--- src/sv/bms_pkg.sv ---
package bms_pkg;

	localparam int MAX_ROWS = 512;
	localparam int MAX_COLS = 512;

	localparam int ROW_AW = $clog2(MAX_ROWS);
	localparam int COL_AW = $clog2(MAX_COLS);
	localparam int BANK_AW = (ROW_AW - 1) + (COL_AW - 1);
	localparam int BANK_DEPTH = 2 ** BANK_AW;
	localparam int NUM_BANKS = 4;

	// signed tap coordinate: holds floor(coord/256)+1 and the frame limit
	localparam int TAP_W = 14;

	localparam int CFG_W = 10;
	localparam logic [CFG_W-1:0] FRAME_RESET = CFG_W'(512);

	localparam logic REG_FRAME_HEIGHT = 1'b0;
	localparam logic REG_FRAME_WIDTH = 1'b1;

	localparam logic REQ_WRITE = 1'b0;
	localparam logic REQ_SAMPLE = 1'b1;

	localparam int QUEUE_DEPTH = 4;
	localparam int QPTR_W = $clog2(QUEUE_DEPTH);
	localparam int QCNT_W = $clog2(QUEUE_DEPTH + 1);

	// tap order: 0 = (y0,x0), 1 = (y0,x0+1), 2 = (y0+1,x0), 3 = (y0+1,x0+1)
	// bank index: {row parity, column parity}
	typedef struct packed {
		logic                               is_sample;
		logic [NUM_BANKS-1:0]               wr_en;
		logic [NUM_BANKS-1:0][BANK_AW-1:0]  addr;
		logic signed [15:0]                 wr_data;
		logic                               sel_row;
		logic                               sel_col;
		logic [NUM_BANKS-1:0]               tap_ok;
		logic [7:0]                         fx;
		logic [7:0]                         fy;
		logic                               last;
	} item_t;

endpackage

--- src/sv/bms_queue.sv ---
module bms_queue (
	input  logic                          clk,
	input  logic                          arst_n,
	input  logic                          push,
	input  bms_pkg::item_t                push_item,
	output logic                          pop,
	output bms_pkg::item_t                pop_item,
	output logic [bms_pkg::QCNT_W-1:0]    level
);

	bms_pkg::item_t                entry_q [bms_pkg::QUEUE_DEPTH];
	logic [bms_pkg::QPTR_W-1:0]    wr_ptr_q;
	logic [bms_pkg::QPTR_W-1:0]    rd_ptr_q;
	logic [bms_pkg::QCNT_W-1:0]    count_q;

	function automatic logic [bms_pkg::QPTR_W-1:0] next_ptr(
		input logic [bms_pkg::QPTR_W-1:0] p
	);
		return (p == bms_pkg::QPTR_W'(bms_pkg::QUEUE_DEPTH - 1)) ?
			'0 : p + bms_pkg::QPTR_W'(1);
	endfunction

	// the back end never stalls: drain one entry per cycle
	assign pop = count_q != '0;
	assign pop_item = entry_q[rd_ptr_q];
	assign level = count_q;

	always_ff @(posedge clk or negedge arst_n) begin
		if (!arst_n) begin
			wr_ptr_q <= '0;
			rd_ptr_q <= '0;
			count_q <= '0;
		end else begin
			if (push) begin
				wr_ptr_q <= next_ptr(wr_ptr_q);
			end
			if (pop) begin
				rd_ptr_q <= next_ptr(rd_ptr_q);
			end
			if (push && !pop) begin
				count_q <= count_q + bms_pkg::QCNT_W'(1);
			end else if (pop && !push) begin
				count_q <= count_q - bms_pkg::QCNT_W'(1);
			end
		end
	end

	always_ff @(posedge clk) begin
		if (push) begin
			entry_q[wr_ptr_q] <= push_item;
		end
	end

endmodule

--- config.mk ---
export PLATFORM = sky130hd
export DESIGN_NAME = bms_queue
export DESIGN_NICKNAME = d
export VERILOG_FILES = /design/src/sv/bms_pkg.sv /design/src/sv/bms_queue.sv
export SDC_FILE = /design/constraint.sdc
export NUM_CORES = 1
export LEC_CHECK = 0
export BUFFER_PORTS_ARGS = -buffer_cell sky130_fd_sc_hd__buf_2
export CORE_ASPECT_RATIO = 2
export CORE_MARGIN = 1
export CORE_UTILIZATION = 59
export CTS_BUF_LIST = sky130_fd_sc_hd__clkbuf_2 sky130_fd_sc_hd__clkbuf_4 sky130_fd_sc_hd__clkbuf_8
export CTS_CLUSTER_DIAMETER = 100
export DETAILED_ROUTE_END_ITERATION = 8
export HOLD_SLACK_MARGIN = 0.12
export MAX_ROUTING_LAYER = met4
export PLACE_DENSITY = 0.82
export SYNTH_ARGS = -nofsm -noshare
export SYNTH_HDL_FRONTEND = slang
export SYNTH_SLANG_ARGS = --single-unit
--- constraint.sdc ---
create_clock -name clk -period 4.1 [get_ports clk]
set_input_delay 0.205 -clock clk [delete_from_list [all_inputs] [get_ports clk]]
set_output_delay 0.205 -clock clk [all_outputs]
set_load 0.01 [all_outputs]
# After elaboration in Yosys (flattened, before gate mapping)
# Memories as Yosys holds them, arrays and structs flattened.
# Cells that the tools add are included.
totals:
  ff_bits: 7
  latchBits: 0
  mem_bits_rw: 432
  rom_bits: 0
  inputBits: 111
  out_inout_bits: 112
  elab_cells: 22
  n_memories: 1
op_classes:
  add_sub_neg: 4
  multipliers: 0
  div_mod_pow: 0
  order_cmp: 0
  eq_ne: 2
  shift: 0
  mux: 6
  bitwise: 0
  n_reduce_logical: 6
mem_list:
  columns: ["name", "words", "width", "rd", "rd_ports_with_merged_regs", "write_ports", "line_no", "rtl"]
  rows:
  - ["entry_q", 4, 108, 1, 0, 1, "bms_queue.sv:11", "bms_pkg::item_t entry_q [bms_pkg::QUEUE_DEPTH];"]
op_table:
  columns: ["operator", "count"]
  rows:
  - ["$mux 3", 2]
  - ["$add 2x1->2 const B", 2]
  - ["$eq 2x2->1 const B", 2]
  - ["$mux 2", 2]
  - ["$add 3x1->3 const B", 1]
  - ["$reduce_bool 3->1", 1]
  - ["$sub 3x1->3 const B", 1]
  - ["$logic_and 1x1->1", 2]
  - ["$logic_not 1->1", 2]
  - ["$mux 1", 2]
  - ["$reduce_bool 2->1", 1]

# Longest topological paths before layout
# Gate-level depths: netlist of run 1.
depth:
  ltp_word: 4
  ltp_mapped: 5
  mapped_depth_nobuf: 5

# Least setup slack after synthesis of run 1
# Ideal clock, no wire load.
synth_path:
  path_type: "register to register"
  from: "register wr_ptr_q[0] (netlist bit)"
  to: "memory entry_q[2][0] (netlist bit) (enable)"
  setup_ns: 0.479
  arrival_time_ns: 3.112
  t_required_ns: 3.621
  path_slack_ns: 0.509
  path_stages_with_launch: 4
  path_buffers: 0
  synth_period_minus_slack_ns: 3.591
  cell_sequence: "dfrtp_1 inv_1 ha_1 and2_1"
synth_lines:
  columns: ["item", "line_no", "rtl"]
  rows:
  - ["start: declaration", "bms_queue.sv:12", "logic [bms_pkg::QPTR_W-1:0] wr_ptr_q;"]
  - ["start signal: assignment", "bms_queue.sv:35", "wr_ptr_q <= next_ptr(wr_ptr_q);"]
  - ["end: declaration", "bms_queue.sv:11", null]
# No word-level cell before the write port.

==> flow_summary.toml, run 1 <==
[status]
outcome = "finished, final reports clean"

[die]
start_util_pct = 60.4
rows = 84
die_y_um = 235
die_x_um = 118
core_um2 = 26500
die_area_um2 = 27800
io_pins = 223

[drt]
ant_nets = 0
viasPerCell = 5.63
vias = 7707
wire_per_inst_um = 22.8
highest_layer = "met4"
wl_mm = 31.2
dr.first_iter.drc_count = 531
met1Wirelength_mm = 11.1
dr_wl_met2_mm = 17.1
drt_pre_antenna_iters = 5
met3_length_mm = 1.56
drc = 0

[global_routing]
antenna_found_initial = 2
grt_start_max_net_pins = 64
grt_pass1_wl_mm = 47.1
grt_pass1_vias = 8379
grt.total_usage_pct = 24.0
grt_overflow_total = 0

[placed_design]
io_buffers = 222
post_dp_cell_area_um2 = 17500
gp_congestion = 0.741
dp_hpwl_mm = 18.1

[sta]
fin_worst_skew_ns = 0.0145
period_needed_ns = 2.87
worstMarginPinSlew_ns = 0.929
finalHoldViolCount = 0
finalSetupViolCount = 0
final_max_slew_viol_count = 0
post-route-period-util_pct = 70.0
rsz0062_at_grt = "no"
tns_ns = 0
fmax_mhz = 349
slew_headroom_pct = 38.0

[yosys]
mappedNetlistArea_um2 = 16000
ys_types = 20
synth_top_area_cell = "edfxtp_1"
yosys_warnings = 0
synth_seq_cells = 439
syn_avg_cell_area_um2 = 26.6
yosys-top-cells-area = "edfxtp_1 81%, mux4_2 15%, dfrtp_1 1.1%"
synthCells = 601
synth_nets = 718
synth_top_area_share_pct = 81.1
ys_seq_area_share_pct = 82.2

[power]
power_mw = 13.1
peakVddDrop_mv = 0.443
power.density_nw_per_um2 = 663
leakage_nw = 6.86

[cts]
cts_made_buffers = 56
cts_root_buf = "clkbuf_8"
clock_sinks = 439
holdBufCountCts = 111
clk_latency_ns = 0.60
clk_pin_slew_ns = 0.07
cts_tree = "done"
htree_levels = 2
cts_post_setup_buffers_inserted = 0
cts.path.max_buffers = 3
post_cts_resized = 0

[worst_setup_path]
r2r_cells = 3
path_cells = "buf_12 > mux4_2 > buf_2"
critical_path_class = "flop to output port"
ff2ff_setup_slack_ns = 1.90
cp_max_fo = 63
r2r-end = "entry_q[3][101]"
cp.arrival_ns = 2.66
cpPeakStageDelay_ns = 0.75
end_kind = "output port"
reg2reg_from = "wr_ptr_q[0]"
slowest_stage = "dfrtp_4"
start_kind = "flop"
cp-startpoint = "rd_ptr_q[0]"
worstPathRequired_ns = 3.89

[min_path]
hold_end = "entry_q[2][84]"
hp-class = "input port to flop"
hp-start = "push_item[84]"
holdPathStages = 2

[cells_and_area]
area_delta_synth_final_pct = 23.7
stdcell_area_um2 = 19800
nNetsFinal = 1093
drive_gt1_share_pct = 42.8

[flow_run]
max-cap-violations = 0
[critical path: cells and delay by family (launching register included)]
family,cells,cell delay [ns]
DFF,1,0.75
buffers and inverters,2,0.63
muxes,1,0.60
[final cells by class]
| type | instances | area (µm²) |
|---|---|---|
| diodes | 2 | 5.00 |
| clock buffers | 69 | 875 |
| clock inverters | 35 | 319 |
| fillers | 1463 | 6690 |
| inverters | 4 | 15.0 |
| multi-input cells | 134 | 2650 |
| flip-flops and latches | 439 | 13200 |
| well taps | 344 | 430 |
| repair buffers | 341 | 2340 |
[routing by layer]
layer | up-vias | track usage (%)
met4 | 0 | 13.1
met5 | - | -
met2 | 310 | 40.9
met3 | 84 | 3.96
met1 | 3951 | 27.0
li1 | 3362 | -
[cell usage after synthesis]
cell and count:
edfxtp_1 432, nor3_2 1, buf_6 11, nor2_1 1
buf_2 11, mux4_2 108, xor2_1 2, o21ai_0 3
nand3_1 1, inv_1 4, nor3_1 1, xnor2_1 2
mux2_2 1, ha_1 6, buf_4 2, nand2_1 1
or3_1 1, a21o_1 2, dfrtp_1 7, and2_1 4
[through the flow]
step	utilization, %	instances	setup slack, ns	hold slack (ns)
5_1_grt	74.7	1368	1.01	0.318
3_5_place_dp	66.0	1151	1.76	0.0637
4_1_cts	74.7	1366	1.10	0.314
3_3_place_gp	66.0	1151	1.77	0.0645
2_1_floorplan	-	601	0.509	-0.0906
6_report	74.7	1368	1.23	0.349
[logic make-up after synthesis]
logic type / after synthesis / share of synthesized area, %
multiplexers: 109 / 15.3
AO/OA/AOI/OAI: 5 / 0.188
buffers and inverters: 28 / 1.31
adder cells (fa/ha/maj): 6 / 0.469
AND/OR/NAND/NOR: 10 / 0.367
XOR/XNOR: 4 / 0.219
flip-flops: 439 / 82.2
[worst max path at each step]
stage and endpoint:
6_report pop_item[100], 5_1_grt pop_item[23], 4_1_cts pop_item[23], 3_5_place_dp pop_item[23], 3_3_place_gp pop_item[5], 2_1_floorplan entry_q[2][0]
[flip-flops by register name (all words and copies together), names as in the netlist]
register / flops
wr_ptr_q: 2
level: 3
rd_ptr_q: 2
entry_q: 432
[report_power, final]
group	internal, mW	switching, mW
sequential	5.76	0.377
combinational	1.77	1.89
clock	1.79	1.53
[placed cells by master, fill, tap and decap left out]
| cell | n |
|---|---|
| clkinvlp_4 | 4 |
| inv_1 | 4 |
| nand2_1 | 1 |
| clkbuf_4 | 12 |
| bufinv_16 | 6 |
| clkinv_1 | 13 |
| diode_2 | 2 |
| nor3_2 | 1 |
| nand3_1 | 1 |
| mux2_2 | 1 |
| nor2_1 | 1 |
| buf_2 | 222 |
| buf_4 | 3 |
| or3_1 | 1 |
| clkbuf_8 | 57 |
| dlygate4sd3_1 | 111 |
| clkinv_2 | 12 |
| mux4_2 | 108 |
| and2_4 | 4 |
| buf_12 | 5 |
| xnor2_1 | 2 |
| a21o_1 | 2 |
| xor2_1 | 2 |
| dfrtp_4 | 2 |
| nor3_1 | 1 |
| ha_1 | 6 |
| edfxtp_1 | 432 |
| o21ai_0 | 3 |
| dfrtp_1 | 5 |
Note: power is estimated with default switching activity, not from simulation.
==> inputs of run 2 (changes only) <==
--- a/config.mk
+++ b/config.mk
@@ -8,13 +8,13 @@
 export BUFFER_PORTS_ARGS = -buffer_cell sky130_fd_sc_hd__buf_2
 export CORE_ASPECT_RATIO = 2
 export CORE_MARGIN = 1
-export CORE_UTILIZATION = 59
+export CORE_UTILIZATION = 53
 export CTS_BUF_LIST = sky130_fd_sc_hd__clkbuf_2 sky130_fd_sc_hd__clkbuf_4 sky130_fd_sc_hd__clkbuf_8
 export CTS_CLUSTER_DIAMETER = 100
 export DETAILED_ROUTE_END_ITERATION = 8
 export HOLD_SLACK_MARGIN = 0.12
 export MAX_ROUTING_LAYER = met4
-export PLACE_DENSITY = 0.82
+export PLACE_DENSITY = 0.77
 export SYNTH_ARGS = -nofsm -noshare
 export SYNTH_HDL_FRONTEND = slang
 export SYNTH_SLANG_ARGS = --single-unit
==> constraint.sdc (replaced) <==
create_clock -name clk -period 2.5 [get_ports clk]
set_input_delay 0.125 -clock clk [delete_from_list [all_inputs] [get_ports clk]]
set_output_delay 0.125 -clock clk [all_outputs]
set_load 0.01 [all_outputs]
==> flow_summary.toml, run 2 (same netlist as run 1, synthesis figures left out) <==
[status]
outcome = "finished with violations"
violations = "design-rule violations"

[sta]
fin_worst_skew_ns = 0.00974
worstMarginPinSlew_ns = 0.476
final_max_slew_viol_count = 0
finalSetupViolCount = 0
period_needed_ns = 2.28
rsz0062_at_grt = "no"
post-route-period-util_pct = 91.0
tns_ns = 0
fmax_mhz = 440
finalHoldViolCount = 0
slew_headroom_pct = 68.3

[drt]
ant_nets = 0
wl_mm = 32.0
drc = 26
wire_per_inst_um = 22.7
drt_pre_antenna_iters = 7
vias = 7768
viasPerCell = 5.51
dr.first_iter.drc_count = 530

[worst_setup_path]
cp.arrival_ns = 2.15
cp_max_fo = 21
critical_path_class = "flop to output port"
r2r_cells = 4
worstPathRequired_ns = 2.38
start_kind = "flop"
cp-startpoint = "rd_ptr_q[1]"
ff2ff_setup_slack_ns = 0.74
end_kind = "output port"
reg2reg_from = "wr_ptr_q[0]"
r2r-end = "entry_q[0][38]"
endpoint = "pop_item[87]"

[cells_and_area]
top_register = "entry_q"
drive_gt1_share_pct = 43.4
layout_common_cells = "432 x edfxtp_1, 222 x buf_2, 111 x dlygate4sd3_1, 108 x mux4_2, 59 x clkbuf_8"
n_fill_cell = 1821
multi_input_area_um2 = 2650
area_delta_synth_final_pct = 25.4
register_area_um2 = 13200
nNetsFinal = 1112
final_cells = 1409
largest_register_ffs = 432
layout_commonest_cell = "edfxtp_1"

[power]
peakVddDrop_mv = 0.981
clkPwrFrac_pct = 24.1
power_frac_comb_pct = 30.8
power.switching_mw = 6.37
p_sw_share_pct = 29.3
power.density_nw_per_um2 = 1080
power_mw = 21.7
leakage_nw = 6.96
intPower_mw = 15.4
seqPwrFrac_pct = 45.1

[global_routing]
antenna_found_initial = 3
grt.total_usage_pct = 22.0
grt_pass1_vias = 8372
grt_overflow_total = 0
grt_pass1_wl_mm = 48.1
grt_start_max_net_pins = 52

[die]
start_util_pct = 54.0
io_pins = 223
die_x_um = 125
core_um2 = 29600
die_area_um2 = 30900
die_y_um = 248
rows = 89

[cts]
clock_sinks = 439
cts.path.max_buffers = 3
cts_made_buffers = 57
cts_root_buf = "clkbuf_8"
clk_pin_slew_ns = 0.07
cts_tree = "done"
clk_latency_ns = 0.60
htree_levels = 2

[placed_design]
io_buffers = 222
dp_hpwl_mm = 19.1
dp_cells = 1184
gp_congestion = 0.748

[flow_run]
max-cap-violations = 0

[min_path]
hp-class = "input port to flop"
==> run 2: metrics by stage <==
step	area, µm²	worst slack, ns	hold slack, ns	util, %
floorplan	16000	0.103	-0.171	-
global placement	17700	0.500	-0.0285	59.9
detailed placement	17700	0.477	-0.0282	59.9
CTS	20100	0.146	0.226	67.7
global route	20100	0.120	0.251	67.7
finish	20100	0.225	0.278	67.7
==> run 2: worst min path at each step <==
stage,end,cells after the start,start
2_1_floorplan,level[0],0,arst_n
3_3_place_gp,level[2],1,arst_n
3_5_place_dp,level[2],1,arst_n
4_1_cts,entry_q[2][73],2,push_item[73]
5_1_grt,entry_q[0][55],2,push_item[55]
6_report,entry_q[2][106],2,push_item[106]
==> run 2: cell type report <==
cell class              instances  area share, %
multi-input cells             134           13.2
flip-flops and latches        439           65.6
clock buffers                  72           4.53
clock inverters                34           1.18
well taps                     364           2.27
diodes                          3         0.0374
repair buffers                359           13.1
inverters                       4         0.0748
==> run 2: power by group through the flow <==
stage | clock network, mW | registers (mW) | logic [mW]
after global routing | 5.66 | 9.89 | 7.11
after global placement | 0 | 10.0 | 6.29
after detailed placement | 0 | 10.1 | 6.34
final | 5.23 | 9.80 | 6.70
after floorplan | 0 | 9.82 | 4.16
after CTS | 5.34 | 9.81 | 6.81
==> run 2: what timing repair did <==
action	CTS	global route
resized for setup	0	0
setup endpoints to repair	91	0
hold buffers	111	0
endpoints found under the hold margin	457	0
setup buffers	5	0
==> run 2: routing by layer <==
metal | part of all wire (%) | GRT usage (%) | vias to the layer above
li1 | - | - | 3401
met1 | 34 | 23.4 | 4011
met2 | 57 | 39.5 | 275
met3 | 5.0 | 4.12 | 81
met4 | 4.2 | 10.6 | 0
met5 | 0 | - | -
==> run 2: worst max-delay path: stages, from the launching register on <==
cell and delay (ns):
dfrtp_4 0.63, buf_4 0.37, mux4_2 0.37, buf_2 0.16
