<file path="src/sv/bms_pkg.sv">
package bms_pkg;

	localparam int MAX_ROWS = 512;
	localparam int MAX_COLS = 512;

	localparam int ROW_AW = $clog2(MAX_ROWS);
	localparam int COL_AW = $clog2(MAX_COLS);
	localparam int BANK_AW = (ROW_AW - 1) + (COL_AW - 1);
	localparam int BANK_DEPTH = 2 ** BANK_AW;
	localparam int NUM_BANKS = 4;

	// signed tap coordinate: holds floor(coord/256)+1 and the frame limit
	localparam int TAP_W = 14;

	localparam int CFG_W = 10;
	localparam logic [CFG_W-1:0] FRAME_RESET = CFG_W'(512);

	localparam logic REG_FRAME_HEIGHT = 1'b0;
	localparam logic REG_FRAME_WIDTH = 1'b1;

	localparam logic REQ_WRITE = 1'b0;
	localparam logic REQ_SAMPLE = 1'b1;

	localparam int QUEUE_DEPTH = 4;
	localparam int QPTR_W = $clog2(QUEUE_DEPTH);
	localparam int QCNT_W = $clog2(QUEUE_DEPTH + 1);

	// tap order: 0 = (y0,x0), 1 = (y0,x0+1), 2 = (y0+1,x0), 3 = (y0+1,x0+1)
	// bank index: {row parity, column parity}
	typedef struct packed {
		logic                               is_sample;
		logic [NUM_BANKS-1:0]               wr_en;
		logic [NUM_BANKS-1:0][BANK_AW-1:0]  addr;
		logic signed [15:0]                 wr_data;
		logic                               sel_row;
		logic                               sel_col;
		logic [NUM_BANKS-1:0]               tap_ok;
		logic [7:0]                         fx;
		logic [7:0]                         fy;
		logic                               last;
	} item_t;

endpackage

</file>
<file path="src/sv/bms_front.sv">
module bms_front (
	input  logic                          clk,
	input  logic                          arst_n,
	input  logic                          start,
	input  logic                          req_type,
	input  logic [8:0]                    pix_row,
	input  logic [8:0]                    pix_col,
	input  logic signed [15:0]            pix_value,
	input  logic signed [19:0]            x_coord,
	input  logic signed [19:0]            y_coord,
	input  logic                          last_point,
	input  logic                          cfg_valid,
	input  logic                          cfg_index,
	input  logic [bms_pkg::CFG_W-1:0]     cfg_data,
	input  logic [bms_pkg::QCNT_W-1:0]    level,
	output logic                          busy,
	output logic                          push,
	output bms_pkg::item_t                push_item
);

	logic [bms_pkg::CFG_W-1:0] frame_height_q;
	logic [bms_pkg::CFG_W-1:0] frame_width_q;
	logic                      valid_s1;
	bms_pkg::item_t            item_s1;
	bms_pkg::item_t            item;
	logic                      accept;

	logic signed [bms_pkg::TAP_W-1:0] row0, row1, col0, col1;
	logic signed [bms_pkg::TAP_W-1:0] h_lim, w_lim;
	logic                             row0_ok, row1_ok, col0_ok, col1_ok;
	logic [bms_pkg::TAP_W-1:0]        even_row, odd_row, even_col, odd_col;
	logic [bms_pkg::ROW_AW-1:0]       wr_row;
	logic [bms_pkg::COL_AW-1:0]       wr_col;

	assign busy = level > bms_pkg::QCNT_W'(bms_pkg::QUEUE_DEPTH - 2);
	assign accept = start && !busy;

	always_ff @(posedge clk or negedge arst_n) begin
		if (!arst_n) begin
			frame_height_q <= bms_pkg::FRAME_RESET;
			frame_width_q <= bms_pkg::FRAME_RESET;
		end else if (cfg_valid) begin
			unique case (cfg_index)
				bms_pkg::REG_FRAME_HEIGHT: frame_height_q <= cfg_data;
				bms_pkg::REG_FRAME_WIDTH: frame_width_q <= cfg_data;
				default: ;
			endcase
		end
	end

	assign row0 = {{(bms_pkg::TAP_W - 12){y_coord[19]}}, y_coord[19:8]};
	assign col0 = {{(bms_pkg::TAP_W - 12){x_coord[19]}}, x_coord[19:8]};
	assign row1 = row0 + bms_pkg::TAP_W'(1);
	assign col1 = col0 + bms_pkg::TAP_W'(1);

	assign h_lim = (int'(frame_height_q) > bms_pkg::MAX_ROWS) ?
		bms_pkg::TAP_W'(bms_pkg::MAX_ROWS) : bms_pkg::TAP_W'(frame_height_q);
	assign w_lim = (int'(frame_width_q) > bms_pkg::MAX_COLS) ?
		bms_pkg::TAP_W'(bms_pkg::MAX_COLS) : bms_pkg::TAP_W'(frame_width_q);

	assign row0_ok = !row0[bms_pkg::TAP_W-1] && (row0 < h_lim);
	assign row1_ok = !row1[bms_pkg::TAP_W-1] && (row1 < h_lim);
	assign col0_ok = !col0[bms_pkg::TAP_W-1] && (col0 < w_lim);
	assign col1_ok = !col1[bms_pkg::TAP_W-1] && (col1 < w_lim);

	assign even_row = row0[0] ? row1 : row0;
	assign odd_row = row0[0] ? row0 : row1;
	assign even_col = col0[0] ? col1 : col0;
	assign odd_col = col0[0] ? col0 : col1;

	assign wr_row = bms_pkg::ROW_AW'(pix_row);
	assign wr_col = bms_pkg::COL_AW'(pix_col);

	always_comb begin
		logic [bms_pkg::TAP_W-1:0] r_sel;
		logic [bms_pkg::TAP_W-1:0] c_sel;
		item = '0;
		r_sel = '0;
		c_sel = '0;
		item.wr_data = pix_value;
		item.fx = x_coord[7:0];
		item.fy = y_coord[7:0];
		item.last = last_point;
		item.sel_row = row0[0];
		item.sel_col = col0[0];
		item.tap_ok = {row1_ok && col1_ok, row1_ok && col0_ok,
			row0_ok && col1_ok, row0_ok && col0_ok};
		if (req_type == bms_pkg::REQ_SAMPLE) begin
			item.is_sample = 1'b1;
			for (int b = 0; b < bms_pkg::NUM_BANKS; b++) begin
				r_sel = b[1] ? odd_row : even_row;
				c_sel = b[0] ? odd_col : even_col;
				item.addr[b] = {r_sel[bms_pkg::ROW_AW-1:1], c_sel[bms_pkg::COL_AW-1:1]};
			end
		end else begin
			item.is_sample = 1'b0;
			for (int b = 0; b < bms_pkg::NUM_BANKS; b++) begin
				item.addr[b] = {wr_row[bms_pkg::ROW_AW-1:1], wr_col[bms_pkg::COL_AW-1:1]};
			end
			if (int'(pix_row) < bms_pkg::MAX_ROWS && int'(pix_col) < bms_pkg::MAX_COLS) begin
				item.wr_en = bms_pkg::NUM_BANKS'(1) << {wr_row[0], wr_col[0]};
			end
		end
	end

	always_ff @(posedge clk or negedge arst_n) begin
		if (!arst_n) begin
			valid_s1 <= 1'b0;
		end else begin
			valid_s1 <= accept;
		end
	end

	always_ff @(posedge clk) begin
		if (accept) begin
			item_s1 <= item;
		end
	end

	assign push = valid_s1;
	assign push_item = item_s1;

endmodule

</file>
<file path="config.mk">
export PLATFORM = sky130hd
export DESIGN_NAME = bms_front
export DESIGN_NICKNAME = d
export VERILOG_FILES = /design/src/sv/bms_pkg.sv /design/src/sv/bms_front.sv
export SDC_FILE = /design/constraint.sdc
export NUM_CORES = 1
export LEC_CHECK = 0
export BUFFER_PORTS_ARGS = -buffer_cell sky130_fd_sc_hd__buf_2
export CAP_MARGIN = 25
export CORE_MARGIN = 5
export CORE_UTILIZATION = 45
export DETAILED_ROUTE_END_ITERATION = 7
export PLACE_DENSITY = 0.78
export SETUP_SLACK_MARGIN = 0.4
export SYNTH_ARGS = -nofsm -noshare
export SYNTH_HDL_FRONTEND = slang
export SYNTH_SLANG_ARGS = --single-unit
</file>
<file path="constraint.sdc">
create_clock -name clk -period 2.4 [get_ports clk]
set_input_delay 0 -clock clk [delete_from_list [all_inputs] [get_ports clk]]
set_output_delay 0 -clock clk [all_outputs]
set_load 0.02 [all_outputs]
</file>
# After elaboration in Yosys (flattened, before gate mapping)
# Index checks and enable logic that the tools add are counted.
word_totals:
  ff_bits: 129
  in_bits: 94
  output_inout_bits: 110
  elab_cells: 51
op_classes:
  add_sub_neg: 2
  n_lt_le_gt_ge: 7
  shifts: 1
  n_mux: 8
  bitwise: 1
  reduce_logical: 16
op_table:
  columns: ["op", "n"]
  rows:
  - ["$mux 64", 1]
  - ["$mux 9", 4]
  - ["$add 12x2->13 const B", 2]
  - ["$lt 13x11->1", 2]
  - ["$lt 12x11->1", 2]
  - ["$gt 10x10->1 const B", 2]
  - ["$mux 10", 2]
  - ["$logic_and 1x1->1", 9]
  - ["$logic_not 1->1", 5]
  - ["$reduce_and 2->1", 2]
  - ["$shl 1x2->4 const A", 1]
  - ["$gt 3x2->1 const B", 1]
  - ["$mux 1", 1]
  - ["$not 1->1", 1]

# Logic depth before layout (Yosys ltp)
logic_depth:
  depth_word: 5
  depth_mapped: 11

# Worst setup path after synthesis
# No wires, ideal clock.
synth_path:
  path_kind: "input-to-reg"
  startpoint: "in level[0] in the netlist's numbering"
  endpoint: "reg item_s1 (netlist bit push_item[0]) (enable)"
  setup_ps: 512
  t_arrival_ps: 3469
  required_ps: 1888
  path_slack_ps: -1581
  stages: 2
  n_path_buf: 0
  path_cell_list: "a21o_1 -> nor2_1"
synth_via:
  elab_chain_cells: 3
synth_rtl:
  columns: ["element", "line", "rtl"]
  rows:
  - ["start, declared", "bms_front.sv:15", "input logic [bms_pkg::QCNT_W-1:0] level,"]
  - ["$gt 3x2->1", "bms_front.sv:35", "assign busy = level > bms_pkg::QCNT_W'(bms_pkg::QUEUE_DEPTH - 2);"]
  - ["$logic_not 1->1", "bms_front.sv:36", "assign accept = start && !busy;"]
  - ["$logic_and 1x1->1", "bms_front.sv:36", null]
  - ["via accept", "bms_front.sv:26", "logic accept;"]
  - ["end signal, assigned", "bms_front.sv:116", "item_s1 <= item;"]
  - ["end, declared", "bms_front.sv:24", "bms_pkg::item_t item_s1;"]
# The timed path passes the listed nets, and every way through them passes these cells.
# A chain may end at the register's enable or synchronous reset.

==> flow_results.xml <==
<?xml version="1.0" encoding="UTF-8"?>
<metrics>
  <group name="logic_synthesis">
    <metric name="synth_top_family_by_area" unit="">simple AND/OR/NAND/NOR gates</metric>
    <metric name="syn_area_per_cell" unit="um2">12.3</metric>
    <metric name="async_reset_ff_frac" unit="">0.216</metric>
    <metric name="post-synth-top-area-cell" unit="">sky130_fd_sc_hd__edfxtp_1</metric>
    <metric name="number_of_flops_mapped_to_enable_cells_by_yosys" unit="">76</metric>
    <metric name="yosysTopAreaCellShare" unit="">0.438</metric>
    <metric name="syn_area" unit="mm2">0.00521</metric>
    <metric name="post_synthesis_cells" unit="">425</metric>
    <metric name="synth-simple-area-share" unit="">0.115</metric>
    <metric name="synth-seq-area-share" unit="">0.540</metric>
    <metric name="synthAdderAreaFrac" unit="">0.0937</metric>
    <metric name="yosys_register_bits" unit="">97</metric>
    <metric name="synth_compound_area_frac" unit="">0.0687</metric>
    <metric name="yosys_warnings" unit="">0</metric>
    <metric name="netlist-cell-type-count" unit="">47</metric>
    <metric name="postSynth.topFlopCell" unit="">sky130_fd_sc_hd__edfxtp_1</metric>
    <metric name="synth.area.top_cells" unit="">sky130_fd_sc_hd__edfxtp_1, sky130_fd_sc_hd__ha_1, sky130_fd_sc_hd__dfrtp_1</metric>
    <metric name="yosys.area_share.xor_xnor" unit="">0.0538</metric>
    <metric name="postSynthNetCount" unit="">558</metric>
    <metric name="synthMuxAreaShare" unit="">0.0670</metric>
  </group>
  <group name="routing">
    <metric name="wl_per_cell" unit="um">17.0</metric>
    <metric name="dr_wl_met3" unit="um">840</metric>
    <metric name="viasPerCell" unit="">5.11</metric>
    <metric name="topRoutingLayerUsed" unit="">met4</metric>
    <metric name="remaining_drc_errors" unit="">0</metric>
    <metric name="postRouteAntennaNets" unit="">0</metric>
    <metric name="detailroute.wirelength.met2" unit="um">7260</metric>
    <metric name="wl" unit="um">13900</metric>
    <metric name="detailedRoute.firstPassIterationCount" unit="">4</metric>
    <metric name="route.layer.met1.wl" unit="um">5510</metric>
    <metric name="drt_first_iter_violations" unit="">335</metric>
    <metric name="vias" unit="">4177</metric>
  </group>
  <group name="sta">
    <metric name="period_minus_slack" unit="ns">2.43</metric>
    <metric name="timing.fmax" unit="GHz">0.412</metric>
    <metric name="clock-skew-final" unit="ns">0.00455</metric>
    <metric name="final_max_slew_viol_count" unit="">0</metric>
    <metric name="tightestPinTransition" unit="ns">0.825</metric>
    <metric name="setup_ws" unit="ns">-0.0284</metric>
    <metric name="finalHoldViolations" unit="">0</metric>
    <metric name="min_period_over_period" unit="">1.01</metric>
    <metric name="slew-limit-headroom" unit="">0.449</metric>
    <metric name="setup_violations" unit="">1</metric>
    <metric name="grt_setup_unrepaired" unit="">yes</metric>
  </group>
  <group name="placed_design">
    <metric name="finalWeightedCongestion" unit="">0.897</metric>
    <metric name="detailedPlacementHpwl" unit="um">10400</metric>
    <metric name="port-buffer-count" unit="">203</metric>
  </group>
  <group name="outcome">
    <metric name="failing_checks" unit="">negative setup slack</metric>
    <metric name="status" unit="">complete, but fails checks</metric>
  </group>
  <group name="floorplan">
    <metric name="die_height" unit="um">118</metric>
    <metric name="core_region_area" unit="mm2">0.0114</metric>
    <metric name="initial_util" unit="">0.458</metric>
    <metric name="row_count" unit="">39</metric>
    <metric name="floorplan.die.width" unit="um">118</metric>
    <metric name="die-area" unit="mm2">0.0138</metric>
    <metric name="io-pin-count" unit="">204</metric>
  </group>
  <group name="layout">
    <metric name="finish.utilization" unit="">0.634</metric>
    <metric name="post_route_cells_drive_above_1_share" unit="">0.430</metric>
    <metric name="area.growth.synth_to_final" unit="%">38.5</metric>
    <metric name="final_net_count" unit="">802</metric>
    <metric name="layout_commonest_cell" unit="">sky130_fd_sc_hd__buf_2</metric>
    <metric name="final_cell_mix" unit="">sky130_fd_sc_hd__buf_2, sky130_fd_sc_hd__edfxtp_1, sky130_fd_sc_hd__dlygate4sd3_1</metric>
  </group>
  <group name="setup_path">
    <metric name="worst_setup_slack_for_register_to_register_paths" unit="ns">-0.03</metric>
    <metric name="crit_path_start" unit="">frame_height_q[9]</metric>
    <metric name="crit_path_max_fanout" unit="">3</metric>
    <metric name="critical-path-slowest-cell" unit="">sky130_fd_sc_hd__a2111oi_0</metric>
    <metric name="worstRegToRegCells" unit="">7</metric>
    <metric name="critPathRequiredTime" unit="ns">2.55</metric>
    <metric name="r2r-start" unit="">frame_height_q[9]</metric>
    <metric name="critical_path.cell_chain" unit="">clkinv_1, nand2_1, ha_1, a21o_1, a2111oi_0, o21ai_1, nor4_1</metric>
    <metric name="setup.worst_path.end" unit="">push_item[18]</metric>
    <metric name="rr_endpoint" unit="">push_item[18]</metric>
    <metric name="capturing_element_type_of_the_critical_path" unit="">register</metric>
    <metric name="setup.worst_path.start_class" unit="">register</metric>
    <metric name="cp_slowest_stage_delay" unit="ns">0.63</metric>
    <metric name="worstSetupPathType" unit="">reg -&gt; reg</metric>
    <metric name="arrival_worst_endpoint" unit="ns">2.58</metric>
  </group>
  <group name="global_routing">
    <metric name="grt_util_all_layers" unit="">0.200</metric>
    <metric name="grt_pass1_wl" unit="um">22600</metric>
    <metric name="vias_in_the_first_global_route" unit="">4332</metric>
    <metric name="grt.overflow.total" unit="">0</metric>
    <metric name="grt_max_degree" unit="">55</metric>
    <metric name="grt_antenna_before_repair" unit="">1</metric>
  </group>
  <group name="clock_network">
    <metric name="clock_tree_from_tritoncts" unit="">built</metric>
    <metric name="cts-root-buf" unit="">sky130_fd_sc_hd__clkbuf_16</metric>
    <metric name="clkSinkCount" unit="">97</metric>
    <metric name="cts_inserted_buffers" unit="">9</metric>
    <metric name="cts_max_path_buffers" unit="">2</metric>
    <metric name="cts-htree-levels" unit="">3</metric>
    <metric name="worst_skew_pair.late_latency" unit="ns">0.34</metric>
    <metric name="clk_pin_slew_worst_setup_hold_paths" unit="ns">0.07</metric>
  </group>
  <group name="worst_hold_path">
    <metric name="worst_hold_path_type" unit="">in -&gt; reg</metric>
  </group>
  <group name="power">
    <metric name="static-leakage-power" unit="uW">0.00310</metric>
    <metric name="peakVddDrop" unit="uV">358</metric>
    <metric name="pwr_density_cell" unit="mW/mm2">628</metric>
    <metric name="total_chip_power" unit="uW">4530</metric>
  </group>
  <group name="flow_run">
    <metric name="drv_cap" unit="">0</metric>
  </group>
</metrics>
worst min path at each step:
stage,from,end,cells past startpoint
floorplan,arst_n,frame_height_q[0],0
global placement,arst_n,frame_height_q[2],1
detailed placement,arst_n,frame_height_q[3],1
CTS,pix_row[1],push_item[79],3
global route,pix_col[2],push_item[56],3
finish,pix_col[2],push_item[56],3
cell usage after synthesis (3+ instances only):
library cell               number
sky130_fd_sc_hd__xor2_1        15
sky130_fd_sc_hd__nand3_1       13
sky130_fd_sc_hd__edfxtp_1      76
sky130_fd_sc_hd__a21oi_1       27
sky130_fd_sc_hd__xnor2_1       17
sky130_fd_sc_hd__mux2_2        31
sky130_fd_sc_hd__dfrtp_1       19
sky130_fd_sc_hd__nand4_1        8
sky130_fd_sc_hd__ha_1          39
sky130_fd_sc_hd__nor4_1         6
sky130_fd_sc_hd__nor2b_1        3
sky130_fd_sc_hd__nor2_1        23
sky130_fd_sc_hd__nor3_1         9
sky130_fd_sc_hd__buf_4         32
sky130_fd_sc_hd__inv_1          5
sky130_fd_sc_hd__a21o_1         6
sky130_fd_sc_hd__clkbuf_1       8
sky130_fd_sc_hd__nand2_1       40
sky130_fd_sc_hd__o21ai_0        8
sky130_fd_sc_hd__buf_2          5
where the power goes:
group / switching [uW] / internal (uW) / total [uW]
Combinational: 611 / 479 / 1090
Sequential: 81.5 / 1970 / 2050
Clock: 664 / 723 / 1390
Total: 1360 / 3170 / 4530
per-stage QoR:
stage	cells	worst slack, ns	hold slack [ns]	instance area, um2	setup TNS (ns)
2_1_floorplan	425	0.198	-0.296	5240	0
3_3_place_gp	738	0.0964	-0.0388	6230	0
3_5_place_dp	738	-0.0962	-0.0340	6230	-0.0962
4_1_cts	817	-0.0199	0.00402	7180	-0.0199
5_1_grt	818	-0.106	0.0405	7210	-0.262
6_report	818	-0.0284	0.0130	7210	-0.0284
worst max-delay path: cells and delay by family (launching register included):
kind | cells | cell delay (ns)
AO/OA/AOI/OAI | 3 | 0.96
flip-flops | 1 | 0.57
AND/OR/NAND/NOR | 2 | 0.34
adder cells (fa/ha/maj) | 1 | 0.26
buffers and inverters | 1 | 0.11
cells by family after synthesis:
logic type	after synthesis
multiplexers	31
buffers and inverters	53
adder cells (fa/ha/maj)	39
flip-flops	97
AND/OR/NAND/NOR	116
XOR/XNOR	32
AO/OA/AOI/OAI	57
routing by layer:
layer / vias up / GRT usage
li1: 2022 / -
met1: 1984 / 0.241
met2: 152 / 0.348
met3: 19 / 0.0461
met4: 0 / 0.0717
met5: - / 0
sequential cells by signal, summed over array words and instances, names as in the netlist:
register / flops
frame_width_q: 10
push_item: 76
push: 1
frame_height_q: 10
final cells by class:
cell class                      count  area [um2]
Inverter                            7        26.3
Tap cell                          143         179
Fill cell                         869        4160
Antenna cell                        1        2.50
Sequential cell                    97        2810
Clock buffer                        9         225
Timing Repair Buffer              279        1740
Multi-Input combinational cell    275        2170
Clock inverter                      7        61.3
repair_timing:
| action | CTS | global route |
|---|---|---|
| pin swaps | 8 | 2 |
| gates resized for setup | 10 | 5 |
| hold buffers | 60 | 0 |
| buffers inserted | 3 | 0 |
| endpoints found under the setup margin | 4 | 4 |
| endpoints found under the hold margin | 99 | 0 |
(Power assumes the default switching activity.)
